## src/rtl/iepb_pkg.sv

```systemverilog
// ----------------------------------------------------------------------------
// iepb_pkg
// Types and constants of the ICMP echo packet builder.
// ----------------------------------------------------------------------------
package iepb_pkg;

    typedef enum logic [2:0] {
        S_IN,
        S_ERR,
        S_SUM,
        S_FOLD,
        S_HDR,
        S_RD,
        S_PAY
    } t_state;

    localparam logic [1:0] ST_OK   = 2'd0;
    localparam logic [1:0] ST_ODD  = 2'd1;
    localparam logic [1:0] ST_LONG = 2'd2;

    localparam logic [7:0] REG_TYPE = 8'd0;
    localparam logic [7:0] REG_CODE = 8'd1;

    localparam logic [7:0]  TYPE_RESET = 8'd8;
    localparam logic [7:0]  CODE_RESET = 8'd0;
    localparam logic [15:0] ID_RESET   = 16'd1;
    localparam logic [15:0] SEQ_RESET  = 16'd0;

    localparam logic [1:0] HDR_TYPE = 2'd0;
    localparam logic [1:0] HDR_CSUM = 2'd1;
    localparam logic [1:0] HDR_ID   = 2'd2;
    localparam logic [1:0] HDR_SEQ  = 2'd3;

endpackage

```

## src/rtl/icmp_echo_packet_builder_core.sv

```systemverilog
// ----------------------------------------------------------------------------
// icmp_echo_packet_builder_core
// Buffers an ICMP payload and emits the echo packet as 16-bit words.
//
// Channel  Direction  Transaction
// s        in         tdata = payload_byte [7:0], tlast = end_of_message
// m        out        tdata = packet_word [15:0], tlast = final_word,
//                     tuser = status [1:0]
// cfg      in         index = register index, data = register value
//
// Each payload byte is written to the word memory as its pair completes.
// After the last byte the sum takes in the header (S_SUM) and is folded
// (S_FOLD); the header words go out from S_HDR, each payload word is read
// (S_RD) then sent (S_PAY); an error result is one zero word (S_ERR).
// No byte is accepted from the last byte until the final word is loaded
// into the output register. Reset is synchronous and needs no clearing pass.
// ----------------------------------------------------------------------------
module icmp_echo_packet_builder_core #(
    parameter int MAX_PAYLOAD_BYTES = 48
) (
    input  logic        i_clk,
    input  logic        i_rst_n,
    input  logic        i_s_tvalid,
    output logic        o_s_tready,
    input  logic [7:0]  i_s_tdata,   // [7:0] payload_byte
    input  logic        i_s_tlast,
    output logic        o_m_tvalid,
    input  logic        i_m_tready,
    output logic [15:0] o_m_tdata,   // [15:0] packet_word
    output logic        o_m_tlast,
    output logic [1:0]  o_m_tuser,   // [1:0] status
    input  logic        i_cfg_valid,
    output logic        o_cfg_ready,
    input  logic [7:0]  i_cfg_index,
    input  logic [7:0]  i_cfg_data
);

    localparam int CW  = $clog2(MAX_PAYLOAD_BYTES + 1);
    localparam int WD  = MAX_PAYLOAD_BYTES / 2;
    localparam int WAW = (WD > 1) ? $clog2(WD) : 1;
    localparam int SW  = 16 + $clog2(WD + 3);

    iepb_pkg::t_state r_state, n_state;
    logic [7:0]    r_type, n_type;
    logic [7:0]    r_code, n_code;
    logic [CW-1:0] r_count, n_count;
    logic          r_ovf, n_ovf;
    logic [7:0]    r_hold, n_hold;
    logic [SW-1:0] r_sum, n_sum;
    logic [15:0]   r_id, n_id;
    logic [15:0]   r_seq, n_seq;
    logic [15:0]   r_csum, n_csum;
    logic [1:0]    r_hix, n_hix;
    logic [CW-2:0] r_wix, n_wix;
    logic [1:0]    r_err, n_err;
    logic          r_out_valid, n_out_valid;
    logic [15:0]   r_out_word, n_out_word;
    logic          r_out_final, n_out_final;
    logic [1:0]    r_out_status, n_out_status;
    logic [15:0]   r_rdata;

    logic [15:0] mem [WD];

    logic          w_in_acc;
    logic          w_out_free;
    logic          w_full;
    logic          w_load;
    logic [CW-2:0] w_words;
    logic [15:0]   w_pair;
    logic          w_mem_we;
    logic [16:0]   w_fold1;
    logic [15:0]   w_fold2;

    assign o_s_tready  = (r_state == iepb_pkg::S_IN);
    assign o_cfg_ready = 1'b1;
    assign o_m_tvalid  = r_out_valid;
    assign o_m_tdata   = r_out_word;
    assign o_m_tlast   = r_out_final;
    assign o_m_tuser   = r_out_status;

    assign w_in_acc   = i_s_tvalid && o_s_tready;
    assign w_out_free = !r_out_valid || i_m_tready;
    assign w_full     = (r_count == CW'(MAX_PAYLOAD_BYTES));
    assign w_words    = r_count[CW-1:1];
    assign w_pair     = {r_hold, i_s_tdata};
    assign w_mem_we   = w_in_acc && !w_full && r_count[0];
    assign w_fold1    = {1'b0, r_sum[15:0]} + 17'(r_sum[SW-1:16]);
    assign w_fold2    = w_fold1[15:0] + 16'(w_fold1[16]);

    always_ff @(posedge i_clk) begin
        if (w_mem_we) begin
            mem[w_words[WAW-1:0]] <= w_pair;
        end
        r_rdata <= mem[r_wix[WAW-1:0]];
    end

    always_comb begin
        n_state      = r_state;
        n_type       = r_type;
        n_code       = r_code;
        n_count      = r_count;
        n_ovf        = r_ovf;
        n_hold       = r_hold;
        n_sum        = r_sum;
        n_id         = r_id;
        n_seq        = r_seq;
        n_csum       = r_csum;
        n_hix        = r_hix;
        n_wix        = r_wix;
        n_err        = r_err;
        n_out_valid  = r_out_valid && !i_m_tready;
        n_out_word   = r_out_word;
        n_out_final  = r_out_final;
        n_out_status = r_out_status;
        w_load       = 1'b0;

        if (i_cfg_valid) begin
            if (i_cfg_index == iepb_pkg::REG_TYPE) begin
                n_type = i_cfg_data;
            end else if (i_cfg_index == iepb_pkg::REG_CODE) begin
                n_code = i_cfg_data;
            end
        end

        unique case (r_state)
            iepb_pkg::S_IN: begin
                if (w_in_acc) begin
                    if (!w_full) begin
                        if (r_count[0]) begin
                            n_sum = r_sum + SW'(w_pair);
                        end else begin
                            n_hold = i_s_tdata;
                        end
                        n_count = r_count + CW'(1);
                    end else begin
                        n_ovf = 1'b1;
                    end
                    if (i_s_tlast) begin
                        priority if (r_ovf || w_full) begin
                            n_err   = iepb_pkg::ST_LONG;
                            n_state = iepb_pkg::S_ERR;
                        end else if (!r_count[0]) begin
                            n_err   = iepb_pkg::ST_ODD;
                            n_state = iepb_pkg::S_ERR;
                        end else begin
                            n_state = iepb_pkg::S_SUM;
                        end
                    end
                end
            end
            iepb_pkg::S_ERR: begin
                if (w_out_free) begin
                    w_load       = 1'b1;
                    n_out_word   = 16'd0;
                    n_out_final  = 1'b1;
                    n_out_status = r_err;
                    n_state      = iepb_pkg::S_IN;
                end
            end
            iepb_pkg::S_SUM: begin
                n_sum   = r_sum + SW'({r_type, r_code}) + SW'(r_id) + SW'(r_seq);
                n_hix   = iepb_pkg::HDR_TYPE;
                n_wix   = '0;
                n_state = iepb_pkg::S_FOLD;
            end
            iepb_pkg::S_FOLD: begin
                n_csum  = ~w_fold2;
                n_state = iepb_pkg::S_HDR;
            end
            iepb_pkg::S_HDR: begin
                if (w_out_free) begin
                    w_load       = 1'b1;
                    n_out_status = iepb_pkg::ST_OK;
                    n_out_final  = 1'b0;
                    unique case (r_hix)
                        iepb_pkg::HDR_TYPE: n_out_word = {r_type, r_code};
                        iepb_pkg::HDR_CSUM: n_out_word = r_csum;
                        iepb_pkg::HDR_ID:   n_out_word = r_id;
                        iepb_pkg::HDR_SEQ:  n_out_word = r_seq;
                        default:            n_out_word = 16'd0;
                    endcase
                    if (r_hix == iepb_pkg::HDR_SEQ) begin
                        if (w_words == '0) begin
                            n_out_final = 1'b1;
                            n_state     = iepb_pkg::S_IN;
                        end else begin
                            n_state = iepb_pkg::S_RD;
                        end
                    end else begin
                        n_hix = r_hix + 2'd1;
                    end
                end
            end
            iepb_pkg::S_RD: begin
                n_state = iepb_pkg::S_PAY;
            end
            iepb_pkg::S_PAY: begin
                if (w_out_free) begin
                    w_load       = 1'b1;
                    n_out_word   = r_rdata;
                    n_out_status = iepb_pkg::ST_OK;
                    n_out_final  = ((r_wix + (CW-1)'(1)) == w_words);
                    if (n_out_final) begin
                        n_state = iepb_pkg::S_IN;
                    end else begin
                        n_wix   = r_wix + (CW-1)'(1);
                        n_state = iepb_pkg::S_RD;
                    end
                end
            end
            default: begin
                n_state = iepb_pkg::S_IN;
            end
        endcase

        if (w_load) begin
            n_out_valid = 1'b1;
            if (n_out_final) begin
                n_id    = r_id + 16'd1;
                n_seq   = r_seq + 16'd1;
                n_count = '0;
                n_ovf   = 1'b0;
                n_sum   = '0;
                n_hold  = 8'd0;
            end
        end
    end

    always_ff @(posedge i_clk) begin
        if (!i_rst_n) begin
            r_state     <= iepb_pkg::S_IN;
            r_type      <= iepb_pkg::TYPE_RESET;
            r_code      <= iepb_pkg::CODE_RESET;
            r_count     <= '0;
            r_ovf       <= 1'b0;
            r_hold      <= 8'd0;
            r_sum       <= '0;
            r_id        <= iepb_pkg::ID_RESET;
            r_seq       <= iepb_pkg::SEQ_RESET;
            r_out_valid <= 1'b0;
        end else begin
            r_state     <= n_state;
            r_type      <= n_type;
            r_code      <= n_code;
            r_count     <= n_count;
            r_ovf       <= n_ovf;
            r_hold      <= n_hold;
            r_sum       <= n_sum;
            r_id        <= n_id;
            r_seq       <= n_seq;
            r_out_valid <= n_out_valid;
        end
        r_csum       <= n_csum;
        r_hix        <= n_hix;
        r_wix        <= n_wix;
        r_err        <= n_err;
        r_out_word   <= n_out_word;
        r_out_final  <= n_out_final;
        r_out_status <= n_out_status;
    end

    a_count_bound: assert property (@(posedge i_clk) disable iff (!i_rst_n)
        r_count <= CW'(MAX_PAYLOAD_BYTES))
        else $error("byte count exceeds buffer depth");

    a_error_form: assert property (@(posedge i_clk) disable iff (!i_rst_n)
        (r_out_valid && r_out_status != iepb_pkg::ST_OK) |-> (r_out_final && r_out_word == 16'd0))
        else $error("error result is not a single zero word");

    a_clear_after_final: assert property (@(posedge i_clk) disable iff (!i_rst_n)
        (w_load && n_out_final) |=> (r_count == '0 && !r_ovf && r_state == iepb_pkg::S_IN))
        else $error("message state not cleared after final word");

    a_read_in_range: assert property (@(posedge i_clk) disable iff (!i_rst_n)
        (r_state == iepb_pkg::S_PAY) |-> (r_wix < w_words))
        else $error("payload read beyond buffered words");

endmodule
```

## config.mk

```make
export PLATFORM = sky130hd
export DESIGN_NAME = icmp_echo_packet_builder_core
export DESIGN_NICKNAME = d
export VERILOG_FILES = /design/src/rtl/iepb_pkg.sv /design/src/rtl/icmp_echo_packet_builder_core.sv
export SDC_FILE = /design/constraint.sdc
export NUM_CORES = 1
export LEC_CHECK = 0
export ABC_AREA = 1
export BUFFER_PORTS_ARGS = -buffer_cell sky130_fd_sc_hd__buf_2
export CORE_MARGIN = 2
export CORE_UTILIZATION = 55
export CTS_CLUSTER_SIZE = 20
export DETAILED_ROUTE_END_ITERATION = 6
export MAX_ROUTING_LAYER = met4
export PLACE_DENSITY = 0.7
export SLEW_MARGIN = 20
export SYNTH_ARGS = -nofsm -noshare
export SYNTH_HDL_FRONTEND = slang
export SYNTH_SLANG_ARGS = --single-unit
```

## constraint.sdc

```tcl
create_clock -name i_clk -period 8.99 [get_ports i_clk]
set_input_delay 0.899 -clock i_clk [delete_from_list [all_inputs] [get_ports i_clk]]
set_output_delay 0.899 -clock i_clk [all_outputs]
set_load 0.02 [all_outputs]
```

==> run metrics <==
CP dominant cell by count=nand2_1; failing checks=design-rule violations; unrepaired setup endpoints after global routing=false; Placer Congestion=0.964; crit path launch type=register; Total GRT Usage=0.319; Post-Syn Area=25700 um2; Vias/cell=6.04; synthesis-stage register bit count=532; commonest cells after routing, fill and taps aside=edfxtp_1, nand2_1, nor2_1; CTS tree=built; Clk pin slew, worst setup/hold paths=0.07 ns; die width=220 um; fin util=0.612; Synth Flop Type=edfxtp_1; Max Fclk=0.237 GHz; Final min period=4.21 ns; initial antenna violation count=0; Synth Instances=2596; via count=19800; ANT nets after route=0; YS warnings=0; layout cells sized above 1=0.0791; Min-Delay Path Depth=2; crit path max fanout=75; Layout Skew=0.0418 ns; WL per Instance=22.7 um; most common cell after layout, fill and taps aside=edfxtp_1; max_cap viols=0; grt ovf=0; status=complete, but fails checks; Max clock buf depth=3; DR pass1 iterations=7; type of the worst setup path=reg -> reg; pin count of the biggest net entering global routing=199; number of global-route vias before repair=18600; Worst VDD drop=0.210 mV; PwrDens=209 nW/um2; post-CTS sizing=0; DIE AREA=48500 um2; Rel. slew slack=0.256; Post-CTS Setup Repair Bufs=0; register area share after synthesis=0.581; Slew Viols, Final=0; placed cell area=26500 um2; final worst path period share=0.468; Final Net Count=2737; synthesized net count=2711; IO Port Bufs=50; Clock Latency Late Sink=0.63 ns; Remaining DRCs=1; CTS buffer count=54; H-tree depth=2; Crit path largest cell delay=0.71 ns; initial DRC count=2297; starting density of the core=0.554; Worst Path Required=9.47 ns; critical path's slowest cell=buf_4; Core ar.=46400 um2; fraction of registers with async set/reset=0; critical path depth=14; cell family with most CP delay=simple AND/OR/NAND/NOR gates; P&R area growth vs syn=10.5%; Antenna Cells=0; Rows=79; final wirelength=74300 um; Setup-failing EPs final=0; number of synthesized flops with an enable pin=427; Bufs and invs on worst path=2; clk sinks=532; # hold bufs at CTS=0; final hold violation count=0; worst slew pin tran=1.11 ns; post-DP HPWL=49300 um; Final Cell Area=28400 um2; io pins=52; number of distinct library cells after synthesis=50; crit path cell chain=buf_4 > inv_2 > nand2_1 > nand2_1 > nand2_1 > nand3_1 > nor2_1 > nand3_1 > nand2_1 > nand2_1 > nand2_2 > nand2_4 > nand2_4 > nor2_1; setup TNS=0 ns; leakage power=10.5 nW; Cell Count, Final, Fillers Out=3275; Reg2Reg Depth=14; Critical Path AT=4.69 ns; syn_area_per_cell=9.90 um2; hold crit path type=reg -> reg; die height=220 um; WHS=0.471 ns; Placed Instances=3173; Clock Tree Root=clkbuf_16; first-pass GRT wire length=112000 um; CP endpoint kind=register
==> per-layer routing <==
metal / GRT usage / part of all wire
met5: - / 0
met4: 0.140 / 0.044
met2: 0.506 / 0.48
met3: 0.0360 / 0.080
met1: 0.417 / 0.40
==> synthesized netlist by cell type (9+ instances only) <==
cell | instances | share of area
xor2_1 | 40 | 0.014
nor2_1 | 365 | 0.053
nand2_1 | 391 | 0.057
inv_1 | 221 | 0.032
dfxtp_1 | 105 | 0.082
ha_1 | 51 | 0.025
buf_2 | 15 | 0.0029
clkbuf_1 | 83 | 0.012
a21oi_1 | 128 | 0.025
buf_1 | 9 | 0.0013
o22ai_1 | 23 | 0.0056
fa_1 | 34 | 0.026
edfxtp_1 | 427 | 0.50
nand4_1 | 24 | 0.0058
o221ai_1 | 92 | 0.031
nand3_1 | 167 | 0.033
o21ai_1 | 13 | 0.0025
o21ai_0 | 278 | 0.054
o211ai_1 | 9 | 0.0026
a32o_1 | 14 | 0.0055
nor3_1 | 24 | 0.0047
==> final cells by class <==
| cell class | instances | area, um2 |
|---|---|---|
| Fill cell | 3859 | 18000 |
| Sequential cell | 532 | 14900 |
| Multi-Input combinational cell | 1712 | 9380 |
| Clock buffer | 62 | 1410 |
| Inverter | 232 | 876 |
| Tap cell | 607 | 759 |
| Timing Repair Buffer | 90 | 563 |
| Clock inverter | 40 | 457 |
==> cell families (layout without fill, tap and decap cells) <==
group	count (synthesis)	count (layout)	share of synthesized area
and+or+nand+nor	999	999	0.163
AOI/OAI and AO/OA	578	578	0.133
DFF	532	532	0.581
buffers and inverters	352	424	0.0549
adders and majority gates	85	85	0.0513
xor gates and xnor gates	41	41	0.0140
muxes	8	8	0.00312
other	1	1	0.000146
==> power by group <==
part	leakage [nW]	total [mW]	internal (mW)	switching (mW)
clock network	0.887	2.35	1.37	0.982
registers	4.74	2.83	2.74	0.0957
logic	4.85	0.739	0.211	0.529
==> worst reg2reg max path, delay by kind of cell, from the launching register on <==
kind | cells | cell delay (ns)
flip-flops | 1 | 0.33
buffers and inverters | 2 | 1.28
AND/OR/NAND/NOR | 12 | 2.46
==> through the flow <==
step	setup slack [ns]	total power, mW
2_1_floorplan	5.99	3.33
3_3_place_gp	4.91	3.60
3_5_place_dp	4.91	3.61
4_1_cts	4.84	5.92
5_1_grt	4.42	6.12
6_report	4.78	5.92
==> worst paths after layout <==
check | to | slack, ns | start
min | r_id[15]$_SDFFE_PN0P_ | 0.47 | r_id[15]$_SDFFE_PN0P_
max | r_sum[8]$_SDFF_PN0_ | 4.78 | r_wix[2]$_SDFFCE_PP0P_
min reg2reg | r_id[15]$_SDFFE_PN0P_ | 0.47 | r_id[15]$_SDFFE_PN0P_
max reg2reg | r_sum[8]$_SDFF_PN0_ | 4.78 | r_wix[2]$_SDFFCE_PP0P_
==> registers in the layout (all words and copies together), names as in the netlist, 3 cells and up <==
| signal | count |
|---|---|
| o_m_tdata | 16 |
| r_type | 8 |
| r_state | 3 |
| r_id | 16 |
| r_count | 6 |
| r_sum | 21 |
| r_code | 8 |
| r_seq | 16 |
| r_wix | 5 |
| r_csum | 16 |
| r_hold | 8 |
| r_rdata | 16 |
| mem | 384 |
(Power assumes the default switching activity.)
